**src/hdl/dahdsr_pkg.sv**
```systemverilog
// shared constants and codes for the envelope vca
`timescale 1ns / 1ps

package dahdsr_pkg;

	localparam int SAMPLE_WIDTH = 16;
	localparam int COUNT_WIDTH  = 20;
	localparam int GAIN_W       = 17;
	localparam int FRAC_W       = 16;
	localparam int PC_W         = COUNT_WIDTH + 1;
	localparam int MUL_A_W      = ((COUNT_WIDTH > SAMPLE_WIDTH) ? COUNT_WIDTH : SAMPLE_WIDTH) + 1;
	localparam int PROD_W       = MUL_A_W + GAIN_W;
	localparam int DIVD_W       = COUNT_WIDTH + GAIN_W;
	localparam int STEP_W       = $clog2(GAIN_W);
	localparam int CFG_IDX_W    = 3;
	localparam int CFG_DATA_W   = (COUNT_WIDTH > GAIN_W) ? COUNT_WIDTH : GAIN_W;
	localparam int IN_TDATA_W   = ((SAMPLE_WIDTH + 7) / 8) * 8;
	localparam int OUT_TDATA_W  = ((SAMPLE_WIDTH + GAIN_W + 7) / 8) * 8;

	localparam logic [GAIN_W-1:0] UNITY = GAIN_W'(65536);
	localparam logic [PC_W-1:0]   PC_MAX = {PC_W{1'b1}};

	// phase codes
	localparam logic [2:0] PH_DELAY   = 3'd0;
	localparam logic [2:0] PH_ATTACK  = 3'd1;
	localparam logic [2:0] PH_HOLD    = 3'd2;
	localparam logic [2:0] PH_DECAY   = 3'd3;
	localparam logic [2:0] PH_SUSTAIN = 3'd4;
	localparam logic [2:0] PH_RELEASE = 3'd5;

	// action codes
	localparam logic [1:0] ACT_PROCESS = 2'd0;
	localparam logic [1:0] ACT_RESTART = 2'd1;
	localparam logic [1:0] ACT_RELEASE = 2'd2;

	// register indexes
	localparam logic [CFG_IDX_W-1:0] REG_DELAY   = 3'd0;
	localparam logic [CFG_IDX_W-1:0] REG_ATTACK  = 3'd1;
	localparam logic [CFG_IDX_W-1:0] REG_HOLD    = 3'd2;
	localparam logic [CFG_IDX_W-1:0] REG_DECAY   = 3'd3;
	localparam logic [CFG_IDX_W-1:0] REG_RELEASE = 3'd4;
	localparam logic [CFG_IDX_W-1:0] REG_SUSTAIN = 3'd5;

	// how the quotient turns into a gain
	localparam logic [1:0] RAMP_NONE    = 2'd0;
	localparam logic [1:0] RAMP_ATTACK  = 2'd1;
	localparam logic [1:0] RAMP_DECAY   = 2'd2;
	localparam logic [1:0] RAMP_RELEASE = 2'd3;

	// register reset values
	localparam logic [COUNT_WIDTH-1:0] RST_DELAY   = COUNT_WIDTH'(0);
	localparam logic [COUNT_WIDTH-1:0] RST_ATTACK  = COUNT_WIDTH'(480);
	localparam logic [COUNT_WIDTH-1:0] RST_HOLD    = COUNT_WIDTH'(0);
	localparam logic [COUNT_WIDTH-1:0] RST_DECAY   = COUNT_WIDTH'(4800);
	localparam logic [COUNT_WIDTH-1:0] RST_RELEASE = COUNT_WIDTH'(4800);
	localparam logic [GAIN_W-1:0]      RST_SUSTAIN = GAIN_W'(32768);

endpackage

```
**src/hdl/dahdsr_mul.sv**
```systemverilog
// bit-serial signed by unsigned multiplier, one multiplier bit per cycle
`timescale 1ns / 1ps

module dahdsr_mul import dahdsr_pkg::*; (
	input  logic                      clk,
	input  logic                      arst_n,
	input  logic                      start,
	input  logic signed [MUL_A_W-1:0] a,
	input  logic        [GAIN_W-1:0]  b,
	output logic                      done,
	output logic signed [PROD_W-1:0]  prod
);

	logic signed [MUL_A_W-1:0] a_q;
	logic signed [MUL_A_W:0]   hi_q;
	logic        [GAIN_W-1:0]  lo_q;
	logic        [STEP_W-1:0]  step_q;
	logic                      busy_q;
	logic                      done_q;
	logic signed [MUL_A_W:0]   sum;

	assign sum  = hi_q + (lo_q[0] ? {a_q[MUL_A_W-1], a_q} : {(MUL_A_W+1){1'b0}});
	assign done = done_q;
	assign prod = {hi_q[MUL_A_W-1:0], lo_q};

	always_ff @(posedge clk or negedge arst_n) begin
		if (!arst_n) begin
			busy_q <= 1'b0;
			done_q <= 1'b0;
			step_q <= '0;
		end else begin
			done_q <= 1'b0;
			if (start) begin
				busy_q <= 1'b1;
				step_q <= '0;
			end else if (busy_q) begin
				step_q <= step_q + 1'b1;
				if (step_q == STEP_W'(GAIN_W - 1)) begin
					busy_q <= 1'b0;
					done_q <= 1'b1;
				end
			end
		end
	end

	// add then arithmetic shift right, product bits fall into lo_q
	always_ff @(posedge clk) begin
		if (start) begin
			a_q  <= a;
			hi_q <= '0;
			lo_q <= b;
		end else if (busy_q) begin
			hi_q <= sum >>> 1;
			lo_q <= {sum[0], lo_q[GAIN_W-1:1]};
		end
	end

endmodule

```
**src/hdl/dahdsr_div.sv**
```systemverilog
// bit-serial restoring divider, one quotient bit per cycle
`timescale 1ns / 1ps

module dahdsr_div import dahdsr_pkg::*; (
	input  logic                   clk,
	input  logic                   arst_n,
	input  logic                   start,
	input  logic [DIVD_W-1:0]      dividend,
	input  logic [COUNT_WIDTH-1:0] divisor,
	output logic                   done,
	output logic [GAIN_W-1:0]      quot
);

	// quotient fits GAIN_W bits because dividend < divisor * 2**GAIN_W
	logic [COUNT_WIDTH-1:0] rem_q;
	logic [COUNT_WIDTH-1:0] dsr_q;
	logic [GAIN_W-1:0]      sh_q;
	logic [STEP_W-1:0]      step_q;
	logic                   busy_q;
	logic                   done_q;
	logic [PC_W-1:0]        r2;
	logic [PC_W-1:0]        diff;
	logic                   ge;

	assign r2   = {rem_q, sh_q[GAIN_W-1]};
	assign ge   = r2 >= {1'b0, dsr_q};
	assign diff = r2 - {1'b0, dsr_q};
	assign done = done_q;
	assign quot = sh_q;

	always_ff @(posedge clk or negedge arst_n) begin
		if (!arst_n) begin
			busy_q <= 1'b0;
			done_q <= 1'b0;
			step_q <= '0;
		end else begin
			done_q <= 1'b0;
			if (start) begin
				busy_q <= 1'b1;
				step_q <= '0;
			end else if (busy_q) begin
				step_q <= step_q + 1'b1;
				if (step_q == STEP_W'(GAIN_W - 1)) begin
					busy_q <= 1'b0;
					done_q <= 1'b1;
				end
			end
		end
	end

	// dividend low bits shift out the top while quotient bits enter the bottom
	always_ff @(posedge clk) begin
		if (start) begin
			rem_q <= dividend[DIVD_W-1:GAIN_W];
			sh_q  <= dividend[GAIN_W-1:0];
			dsr_q <= divisor;
		end else if (busy_q) begin
			rem_q <= ge ? diff[COUNT_WIDTH-1:0] : r2[COUNT_WIDTH-1:0];
			sh_q  <= {sh_q[GAIN_W-2:0], ge};
		end
	end

endmodule

```
**src/hdl/dahdsr_envelope_vca.sv**
```systemverilog
// top level: dahdsr envelope generator driving a sample gain stage
//
//  channel   dir  handshake                    payload
//  s_axis    in   s_axis_tvalid/s_axis_tready   tdata: sample_in  tuser: active, action
//  m_axis    out  m_axis_tvalid/m_axis_tready   tdata: sample_out, gain  tuser: phase
//  cfg       in   cfg_valid/cfg_ready           cfg_index, cfg_data
//
//  an item in a flat phase (delay, hold, sustain, zero-length ramp, ended release, inactive)
//  needs only one serial multiply of the sample by the gain
//  an item in a ramp phase goes through these steps in order:
//  serial multiply index by span, serial divide by the phase length, then the
//  sample multiply; each serial unit retires one bit per cycle over the 17 gain bits
//  one item at a time; the next item is taken while a result waits in the output register
//  arst_n clears the phase state, loads the register defaults and empties the output
//  cfg_ready is always high; each write is registered on the clock edge where cfg_valid is seen
`timescale 1ns / 1ps

module dahdsr_envelope_vca import dahdsr_pkg::*; (
	input  logic                   clk,
	input  logic                   arst_n,
	// sample stream in
	input  logic                   s_axis_tvalid,
	output logic                   s_axis_tready,
	input  logic [IN_TDATA_W-1:0]  s_axis_tdata,  // sample_in
	input  logic [2:0]             s_axis_tuser,  // active, action[1:0]
	// shaped stream out
	output logic                   m_axis_tvalid,
	input  logic                   m_axis_tready,
	output logic [OUT_TDATA_W-1:0] m_axis_tdata,  // sample_out, gain, zero pad
	output logic [2:0]             m_axis_tuser,  // phase
	// register writes
	input  logic                   cfg_valid,
	output logic                   cfg_ready,
	input  logic [CFG_IDX_W-1:0]   cfg_index,
	input  logic [CFG_DATA_W-1:0]  cfg_data
);

	// sequencer states
	localparam logic [2:0] ST_IDLE = 3'd0;
	localparam logic [2:0] ST_MUL1 = 3'd1;
	localparam logic [2:0] ST_DIV  = 3'd2;
	localparam logic [2:0] ST_MUL2 = 3'd3;
	localparam logic [2:0] ST_OUT  = 3'd4;

	// configuration
	logic [COUNT_WIDTH-1:0] delay_q;
	logic [COUNT_WIDTH-1:0] attack_q;
	logic [COUNT_WIDTH-1:0] hold_q;
	logic [COUNT_WIDTH-1:0] decay_q;
	logic [COUNT_WIDTH-1:0] release_q;
	logic [GAIN_W-1:0]      sustain_q;

	// envelope state
	logic [2:0]      phase_q;
	logic [PC_W-1:0] count_q;

	// sequencer and item context
	logic [2:0]                state_q;
	logic                      mul_start_q;
	logic                      div_start_q;
	logic                      m_valid_q;
	logic [SAMPLE_WIDTH-1:0]   x_q;
	logic [2:0]                shown_q;
	logic [1:0]                mode_q;
	logic [GAIN_W-1:0]         gain_q;
	logic [GAIN_W-1:0]         sus_q;
	logic [COUNT_WIDTH-1:0]    n_q;
	logic signed [MUL_A_W-1:0] op_a_q;
	logic [GAIN_W-1:0]         op_b_q;
	logic [SAMPLE_WIDTH-1:0]   y_q;
	logic [GAIN_W-1:0]         out_gain_q;
	logic [2:0]                out_phase_q;

	// accept-time decode
	logic                    in_acc;
	logic [SAMPLE_WIDTH-1:0] in_x;
	logic                    in_act;
	logic [1:0]              in_action;
	logic [2:0]              ph_ev;
	logic [PC_W-1:0]         pc_ev;
	logic [COUNT_WIDTH-1:0]  n_sel;
	logic                    n_zero;
	logic [PC_W:0]           adv_c;
	logic                    adv_end;
	logic [COUNT_WIDTH-1:0]  i_cl;
	logic [GAIN_W-1:0]       sus_sat;
	logic [2:0]              ph_nx;
	logic [PC_W-1:0]         pc_nx;
	logic [1:0]              mode_nx;
	logic [GAIN_W-1:0]       g_flat;
	logic [GAIN_W-1:0]       span;
	logic [GAIN_W-1:0]       g_ramp;
	logic                    out_load;

	// serial units
	logic                     mul_done;
	logic signed [PROD_W-1:0] mul_prod;
	logic                     div_done;
	logic [GAIN_W-1:0]        div_quot;

	assign cfg_ready     = 1'b1;
	assign s_axis_tready = (state_q == ST_IDLE);
	assign in_acc        = s_axis_tvalid & s_axis_tready;
	assign in_x          = s_axis_tdata[SAMPLE_WIDTH-1:0];
	assign in_act        = s_axis_tuser[0];
	assign in_action     = s_axis_tuser[2:1];

	assign m_axis_tvalid = m_valid_q;
	assign m_axis_tdata  = OUT_TDATA_W'({out_gain_q, y_q});
	assign m_axis_tuser  = out_phase_q;

	// sustain above unity saturates
	assign sus_sat = (sustain_q > UNITY) ? UNITY : sustain_q;

	// events take effect before the item is processed, active or not
	always_comb begin
		case (in_action)
			ACT_RESTART: begin
				ph_ev = PH_DELAY;
				pc_ev = '0;
			end
			ACT_RELEASE: begin
				ph_ev = PH_RELEASE;
				pc_ev = '0;
			end
			default: begin
				ph_ev = phase_q;
				pc_ev = count_q;
			end
		endcase
	end

	// length of the phase in force
	always_comb begin
		case (ph_ev)
			PH_DELAY:   n_sel = delay_q;
			PH_ATTACK:  n_sel = attack_q;
			PH_HOLD:    n_sel = hold_q;
			PH_DECAY:   n_sel = decay_q;
			PH_RELEASE: n_sel = release_q;
			default:    n_sel = '0;
		endcase
	end

	assign n_zero  = (n_sel == '0);
	assign adv_c   = {1'b0, pc_ev} + (PC_W+1)'(1);
	assign adv_end = adv_c > (PC_W+1)'(n_sel);
	// index clamps to the length if the length was shortened mid-phase
	assign i_cl    = (pc_ev > PC_W'(n_sel)) ? n_sel : pc_ev[COUNT_WIDTH-1:0];

	always_comb begin
		ph_nx   = ph_ev;
		pc_nx   = pc_ev;
		mode_nx = RAMP_NONE;
		g_flat  = '0;
		span    = '0;
		if (in_act) begin
			case (ph_ev)
				PH_DELAY, PH_ATTACK, PH_HOLD, PH_DECAY: begin
					// timed phase: length + 1 samples, then the next phase
					if (adv_end) begin
						ph_nx = ph_ev + 3'd1;
						pc_nx = '0;
					end else begin
						pc_nx = adv_c[PC_W-1:0];
					end
					if (ph_ev == PH_HOLD) begin
						g_flat = UNITY;
					end else if (ph_ev == PH_ATTACK) begin
						if (n_zero) begin
							g_flat = UNITY;
						end else begin
							mode_nx = RAMP_ATTACK;
							span    = UNITY;
						end
					end else if (ph_ev == PH_DECAY) begin
						if (n_zero) begin
							g_flat = sus_sat;
						end else begin
							mode_nx = RAMP_DECAY;
							span    = UNITY - sus_sat;
						end
					end
				end
				PH_RELEASE: begin
					// count saturates; gain clamps at zero past the end
					if (pc_ev != PC_MAX) begin
						pc_nx = pc_ev + 1'b1;
					end
					if (!(n_zero || pc_ev >= PC_W'(n_sel))) begin
						mode_nx = RAMP_RELEASE;
						span    = sus_sat;
					end
				end
				default: begin
					g_flat = sus_sat;
				end
			endcase
		end
	end

	// turn the ramp quotient into the gain
	always_comb begin
		case (mode_q)
			RAMP_ATTACK:  g_ramp = div_quot;
			RAMP_DECAY:   g_ramp = UNITY - div_quot;
			RAMP_RELEASE: g_ramp = sus_q - div_quot;
			default:      g_ramp = div_quot;
		endcase
	end

	assign out_load = (state_q == ST_OUT) && (!m_valid_q || m_axis_tready);

	// control state
	always_ff @(posedge clk or negedge arst_n) begin
		if (!arst_n) begin
			delay_q     <= RST_DELAY;
			attack_q    <= RST_ATTACK;
			hold_q      <= RST_HOLD;
			decay_q     <= RST_DECAY;
			release_q   <= RST_RELEASE;
			sustain_q   <= RST_SUSTAIN;
			phase_q     <= PH_DELAY;
			count_q     <= '0;
			state_q     <= ST_IDLE;
			mul_start_q <= 1'b0;
			div_start_q <= 1'b0;
			m_valid_q   <= 1'b0;
		end else begin
			mul_start_q <= 1'b0;
			div_start_q <= 1'b0;

			if (cfg_valid && cfg_ready) begin
				case (cfg_index)
					REG_DELAY:   delay_q   <= cfg_data[COUNT_WIDTH-1:0];
					REG_ATTACK:  attack_q  <= cfg_data[COUNT_WIDTH-1:0];
					REG_HOLD:    hold_q    <= cfg_data[COUNT_WIDTH-1:0];
					REG_DECAY:   decay_q   <= cfg_data[COUNT_WIDTH-1:0];
					REG_RELEASE: release_q <= cfg_data[COUNT_WIDTH-1:0];
					REG_SUSTAIN: sustain_q <= cfg_data[GAIN_W-1:0];
					default: ;
				endcase
			end

			if (m_valid_q && m_axis_tready) begin
				m_valid_q <= 1'b0;
			end

			case (state_q)
				ST_IDLE: begin
					if (in_acc) begin
						phase_q     <= ph_nx;
						count_q     <= pc_nx;
						mul_start_q <= 1'b1;
						state_q     <= (mode_nx == RAMP_NONE) ? ST_MUL2 : ST_MUL1;
					end
				end
				ST_MUL1: begin
					if (mul_done) begin
						div_start_q <= 1'b1;
						state_q     <= ST_DIV;
					end
				end
				ST_DIV: begin
					if (div_done) begin
						mul_start_q <= 1'b1;
						state_q     <= ST_MUL2;
					end
				end
				ST_MUL2: begin
					if (mul_done) begin
						state_q <= ST_OUT;
					end
				end
				ST_OUT: begin
					if (out_load) begin
						m_valid_q <= 1'b1;
						state_q   <= ST_IDLE;
					end
				end
				default: begin
					state_q <= ST_IDLE;
				end
			endcase
		end
	end

	// item context and output payload
	always_ff @(posedge clk) begin
		if (in_acc) begin
			x_q     <= in_x;
			shown_q <= ph_ev;
			mode_q  <= mode_nx;
			sus_q   <= sus_sat;
			n_q     <= n_sel;
			if (mode_nx == RAMP_NONE) begin
				gain_q <= g_flat;
				op_a_q <= {{(MUL_A_W-SAMPLE_WIDTH){in_x[SAMPLE_WIDTH-1]}}, in_x};
				op_b_q <= g_flat;
			end else begin
				op_a_q <= {{(MUL_A_W-COUNT_WIDTH){1'b0}}, i_cl};
				op_b_q <= span;
			end
		end
		if ((state_q == ST_DIV) && div_done) begin
			gain_q <= g_ramp;
			op_a_q <= {{(MUL_A_W-SAMPLE_WIDTH){x_q[SAMPLE_WIDTH-1]}}, x_q};
			op_b_q <= g_ramp;
		end
		if (out_load) begin
			// arithmetic shift floors the q16 product
			y_q         <= mul_prod[FRAC_W+SAMPLE_WIDTH-1:FRAC_W];
			out_gain_q  <= gain_q;
			out_phase_q <= shown_q;
		end
	end

	// index times span for a ramp, then sample times gain
	dahdsr_mul u_mul (
		.clk    (clk),
		.arst_n (arst_n),
		.start  (mul_start_q),
		.a      (op_a_q),
		.b      (op_b_q),
		.done   (mul_done),
		.prod   (mul_prod)
	);

	// ramp quotient floor(i * span / n)
	dahdsr_div u_div (
		.clk      (clk),
		.arst_n   (arst_n),
		.start    (div_start_q),
		.dividend (mul_prod[DIVD_W-1:0]),
		.divisor  (n_q),
		.done     (div_done),
		.quot     (div_quot)
	);

endmodule

```
**config.mk**
```make
export PLATFORM = sky130hd
export DESIGN_NAME = dahdsr_envelope_vca
export DESIGN_NICKNAME = d
export VERILOG_FILES = /design/src/hdl/dahdsr_pkg.sv /design/src/hdl/dahdsr_mul.sv /design/src/hdl/dahdsr_div.sv /design/src/hdl/dahdsr_envelope_vca.sv
export SDC_FILE = /design/constraint.sdc
export NUM_CORES = 1
export LEC_CHECK = 0
export ABC_CLOCK_PERIOD_IN_PS = 8400
export BUFFER_PORTS_ARGS = -buffer_cell sky130_fd_sc_hd__buf_2
export CAP_MARGIN = 20
export CORE_MARGIN = 1
export CORE_UTILIZATION = 34
export CTS_CLUSTER_SIZE = 20
export DETAILED_ROUTE_END_ITERATION = 8
export PLACE_DENSITY_LB_ADDON = 0.3
export SETUP_SLACK_MARGIN = 0.05
export SYNTH_ARGS = -nofsm -noshare
export SYNTH_HDL_FRONTEND = slang
export SYNTH_SLANG_ARGS = --single-unit
```
**constraint.sdc**
```tcl
create_clock -name clk -period 8.4 [get_ports clk]
set_input_delay 0 -clock clk [delete_from_list [all_inputs] [get_ports clk]]
set_output_delay 0 -clock clk [all_outputs]
set_load 0.02 [all_outputs]
```
==> report_table.html <==
<table>
<tr><th>Metric</th><th>Value</th></tr>
<tr><th colspan="2">Outcome</th></tr>
<tr><td>Result of the run</td><td>finished, final reports clean</td></tr>
<tr><th colspan="2">Route</th></tr>
<tr><td>Number of iterations in the first detailed-routing pass</td><td>8</td></tr>
<tr><td>Initial detailed-routing violation count</td><td>1402</td></tr>
<tr><td>Average wire length per cell after detail routing</td><td>20.51 um</td></tr>
<tr><td>Residual DRC count</td><td>0</td></tr>
<tr><td>Final antenna-violating net count</td><td>0</td></tr>
<tr><td>Routed vias</td><td>about 16000</td></tr>
<tr><td>Total wire length</td><td>roughly 62000 um</td></tr>
<tr><td>Vias per cell</td><td>between 5 and 6</td></tr>
<tr><th colspan="2">Setup path</th></tr>
<tr><td>Buf+Inv Stages, Crit Path</td><td>5</td></tr>
<tr><td>End of the worst register-to-register path</td><td>op_b_q[4]</td></tr>
<tr><td>Data arrival time at the worst-slack endpoint</td><td>~6.3 ns</td></tr>
<tr><td>CP Max Fanout</td><td>35</td></tr>
<tr><td>R2r worst-path depth</td><td>16</td></tr>
<tr><td>Required time reported for the critical path endpoint</td><td>8.73 ns</td></tr>
<tr><td>Critical register-to-register path startpoint</td><td>phase_q[0]</td></tr>
<tr><td>Peak per-stage delay on the critical path</td><td>0.71 ns</td></tr>
<tr><td>Slowest CP cell</td><td>sky130_fd_sc_hd__nor4_2</td></tr>
<tr><td>Register-to-register setup slack</td><td>2.46 ns</td></tr>
<tr><td>Most common cell on crit path</td><td>sky130_fd_sc_hd__ha_1</td></tr>
<tr><td>Sequence of cells on the critical path</td><td>buf_2 &gt; inv_1 &gt; ha_1 &gt; buf_4 &gt; nand2b_1 &gt; a21boi_0 &gt; ha_1 &gt; buf_4 &gt; o21bai_1 &gt; a31o_2 &gt; a41oi_1 &gt; inv_1 &gt; ha_1 &gt; or4_1 &gt; a21oi_1 &gt; o21ai_1 &gt; nor4_2 &gt; nor2_1 &gt; o41ai_1 &gt; o21ai_1 &gt; o2bb2ai_1</td></tr>
<tr><td>WS Path Type</td><td>primary input to flip-flop</td></tr>
<tr><td>Cell family with the largest share of critical-path delay</td><td>compound AO/OA/AOI/OAI gates</td></tr>
<tr><td>Worst Setup Start Kind</td><td>primary input</td></tr>
<tr><td>Type of destination of the critical path</td><td>flip-flop</td></tr>
<tr><th colspan="2">Synth</th></tr>
<tr><td>Number of synthesized flops with an enable pin</td><td>244</td></tr>
<tr><td>Dominant synthesized flop cell</td><td>sky130_fd_sc_hd__edfxtp_1</td></tr>
<tr><td>Share of the synthesized area in the top cell type</td><td>roughly a third</td></tr>
<tr><td>Unique cell type count in the Yosys netlist</td><td>97</td></tr>
<tr><td>Most frequently used cell type in the post-synthesis netlist</td><td>sky130_fd_sc_hd__edfxtp_1</td></tr>
<tr><td>Dominant cells by area after synthesis</td><td>sky130_fd_sc_hd__edfxtp_1 32%, sky130_fd_sc_hd__dfrtp_1 16%, sky130_fd_sc_hd__mux2_2 8.0%</td></tr>
<tr><td>Synthesis-stage register bit count</td><td>~430</td></tr>
<tr><td>Most frequent cells after synthesis</td><td>244 x sky130_fd_sc_hd__edfxtp_1, 163 x sky130_fd_sc_hd__mux2_2, 148 x sky130_fd_sc_hd__dfrtp_1, 141 x sky130_fd_sc_hd__nand2_1, 136 x sky130_fd_sc_hd__nor2_1</td></tr>
<tr><td>Summed instance area of the synthesized netlist</td><td>approximately 23000 um2</td></tr>
<tr><td>Mapped Cells</td><td>2034</td></tr>
<tr><td>Share of synthesized flip-flops with an asynchronous set or reset</td><td>a little under two fifths</td></tr>
<tr><td>Share of the yosys chip area belonging to registers</td><td>51.71%</td></tr>
<tr><td>Cell type with the highest aggregate area in the netlist</td><td>sky130_fd_sc_hd__edfxtp_1</td></tr>
<tr><td>Yosys Warn Count</td><td>0</td></tr>
<tr><td>Average cell area after synthesis</td><td>11.21 um2</td></tr>
<tr><th colspan="2">Finish</th></tr>
<tr><td>Area Growth Syn to Fin</td><td>15.36%</td></tr>
<tr><td>Number of diodes added for antenna fixing</td><td>0</td></tr>
<tr><td>Share of cells above drive strength 1</td><td>roughly a fifth</td></tr>
<tr><td>Reg area</td><td>11800 um2</td></tr>
<tr><td>Post-layout nets</td><td>between 2000 and 2500</td></tr>
<tr><td>Fillers</td><td>6295</td></tr>
<tr><td>Area of combinational cells with multiple inputs</td><td>10270 um2</td></tr>
<tr><td>Layout Cell Area excl Fill</td><td>26310 um2</td></tr>
<tr><th colspan="2">Timing</th></tr>
<tr><td>Max_slew headroom</td><td>about 29%</td></tr>
<tr><td>Tmin final</td><td>5.978 ns</td></tr>
<tr><td>Final number of hold-violating endpoints</td><td>0</td></tr>
<tr><td>Aggregate negative setup slack</td><td>0 ns</td></tr>
<tr><td>Setup-violating endpoint count in the final report</td><td>0</td></tr>
<tr><td>Unrepaired setup endpoints after global routing</td><td>false</td></tr>
<tr><td>Max Transition Viols Final</td><td>0</td></tr>
<tr><td>Portion of the clock cycle consumed by the worst path in the final layout</td><td>71.17%</td></tr>
<tr><td>Achievable clock frequency</td><td>0.1673 GHz</td></tr>
<tr><td>Worst-margin pin slew</td><td>about 1.1 ns</td></tr>
<tr><td>Clk_skew</td><td>0.02212 ns</td></tr>
<tr><th colspan="2">Clock tree</th></tr>
<tr><td>Sink count of the clock tree</td><td>~430</td></tr>
<tr><td>Clock transition at path regs</td><td>roughly 0.060 ns</td></tr>
<tr><td>Number of buffers created by CTS</td><td>47</td></tr>
<tr><td>Maximum buffer depth of the clock tree</td><td>3</td></tr>
<tr><td>Number of levels in the clock H-tree</td><td>2</td></tr>
<tr><td>Worst-skew pair later-pin latency</td><td>~0.6 ns</td></tr>
<tr><td>Cts-stage hold buffer count</td><td>39</td></tr>
<tr><td>Clock Tree Root</td><td>sky130_fd_sc_hd__clkbuf_16</td></tr>
<tr><td>Post-cts gate resize count</td><td>0</td></tr>
<tr><td>Clock tree from TritonCTS</td><td>built</td></tr>
<tr><td>Postcts setup bufs</td><td>0</td></tr>
<tr><th colspan="2">Power</th></tr>
<tr><td>Worst vdd rail ir drop</td><td>0.1414 mV</td></tr>
<tr><td>Leakage component of the power</td><td>10.51 nW</td></tr>
<tr><td>Power consumption</td><td>7.397 mW</td></tr>
<tr><td>Total power per unit cell area</td><td>281.2 nW/um2</td></tr>
<tr><th colspan="2">Global routing</th></tr>
<tr><td>Pin count of the biggest net entering global routing</td><td>91</td></tr>
<tr><td>Global-route total usage across every layer</td><td>18.40%</td></tr>
<tr><td>Global route total overflow</td><td>0</td></tr>
<tr><td>Vias in the first global route</td><td>between 15000 and 20000</td></tr>
<tr><td>Initial antenna violation count</td><td>0</td></tr>
<tr><td>First-pass GRT wire length</td><td>97100 um</td></tr>
<tr><th colspan="2">Floorplanning</th></tr>
<tr><td>I/O Pins</td><td>between 90 and 100</td></tr>
<tr><td>Width of the die</td><td>between 200 and 300 um</td></tr>
<tr><td>Core region area</td><td>around 66000 um2</td></tr>
<tr><td>Die area</td><td>68110 um2</td></tr>
<tr><td>Count of standard-cell rows</td><td>between 90 and 100</td></tr>
<tr><td>Starting density of the core</td><td>34.50%</td></tr>
<tr><td>Die height</td><td>261.0 um</td></tr>
<tr><th colspan="2">Place</th></tr>
<tr><td>Dpl hpwl</td><td>44710 um</td></tr>
<tr><td>Placement Cell Area</td><td>24160 um2</td></tr>
<tr><td>Number of port buffers</td><td>84</td></tr>
<tr><td>GP Congestion</td><td>0.8868</td></tr>
<tr><th colspan="2">Flow run</th></tr>
<tr><td>Number of max-capacitance violations reported</td><td>0</td></tr>
<tr><th colspan="2">Min path</th></tr>
<tr><td>HP Class</td><td>primary input to asynchronous set/reset pin</td></tr>
</table>
==> layer usage <==
metal | global-route usage, % | vias to the layer above | routed length (um)
met5 | 0 | - | 0
met4 | 5.410 | 0 | 1589
met1 | 25.86 | 7944 | 28990
met2 | 28.78 | 494 | 28020
met3 | 3.484 | 91 | 3793
li1 | - | 7676 | -
==> placed cells by master (no fill, tap or decap), drive strengths merged, types with 13 or more instances in the layout <==
cell / n
a211oi: 13
a21o: 28
a21oi: 83
a32oi: 20
a41oi: 13
and2: 45
and3: 28
buf: 116
clkbuf: 62
dfrtp: 148
dfstp: 13
dfxtp: 21
dlygate4sd3: 41
edfxtp: 244
ha: 110
inv: 100
mux2: 164
mux2i: 42
nand2: 142
nand2b: 14
nand3: 89
nand4: 17
nor2: 137
nor2b: 24
nor3: 36
o21a: 27
o21ai: 103
o22ai: 13
xnor2: 49
xor2: 22
==> logic make-up after synthesis <==
| family | Yosys count | synth area share, % |
|---|---|---|
| fa+ha+maj | 113 | 6.299 |
| compound gates | 406 | 12.01 |
| other cells | 2 | 0.03293 |
| flops | 426 | 51.71 |
| buf+inv | 205 | 3.770 |
| simple gates | 605 | 13.48 |
| xor+xnor | 71 | 2.727 |
| mux | 206 | 9.975 |
==> final cells by class <==
class / instances / area share [%]
multi-input cells: 1409 / 39.06
well taps: 864 / 4.109
repair buffers: 157 / 4.338
clock inverters: 25 / 1.246
flip-flops and latches: 426 / 44.84
clock buffers: 62 / 4.999
inverters: 99 / 1.413
==> sequential cells by signal, indices dropped and copies added (netlist names), 5 cells and up <==
signal and count:
out_gain_q 17, gain_q 17, release_q 20, u_mul.hi_q 21
sus_q 17, y_q 16, u_mul.lo_q 17, n_q 20
x_q 16, op_a_q 21, u_div.rem_q 20, sustain_q 17
u_div.quot 17, op_b_q 17, decay_q 20, u_div.step_q 5
u_mul.a_q 21, delay_q 20, u_mul.step_q 5, attack_q 20
count_q 21, u_div.dsr_q 20, hold_q 20
==> power by group <==
part           internal (mW)  switching (mW)
Sequential              2.67           0.287
Combinational          0.941            1.30
Clock                   1.32           0.877
Total                   4.93            2.46
==> worst max-delay path by stage <==
| stage | cells after the start | slack (ns) | from | endpoint |
|---|---|---|---|---|
| 2_1_floorplan | 23 | 3.03 | s_axis_tuser[1] | gain_q[0] |
| 3_3_place_gp | 21 | 2.12 | s_axis_tuser[1] | op_a_q[5] |
| 3_5_place_dp | 21 | 1.82 | s_axis_tuser[1] | gain_q[9] |
| 4_1_cts | 21 | 2.46 | s_axis_tuser[1] | gain_q[9] |
| 5_1_grt | 21 | 2.16 | s_axis_tuser[1] | op_a_q[16] |
| 6_report | 21 | 2.42 | s_axis_tuser[1] | op_b_q[4] |
==> metrics by stage <==
step | instances | util (%) | hold slack, ns | worst slack, ns
2_1_floorplan | 2040 | - | -0.2956 | 3.033
3_3_place_gp | 2908 | 36.53 | 0.1331 | 2.121
3_5_place_dp | 2909 | 36.55 | 0.1482 | 1.821
4_1_cts | 3035 | 39.62 | 0.02676 | 2.455
5_1_grt | 3042 | 39.80 | 0.05234 | 2.157
6_report | 3042 | 39.80 | 0.06668 | 2.422
Note: power is estimated with default switching activity, not from simulation.
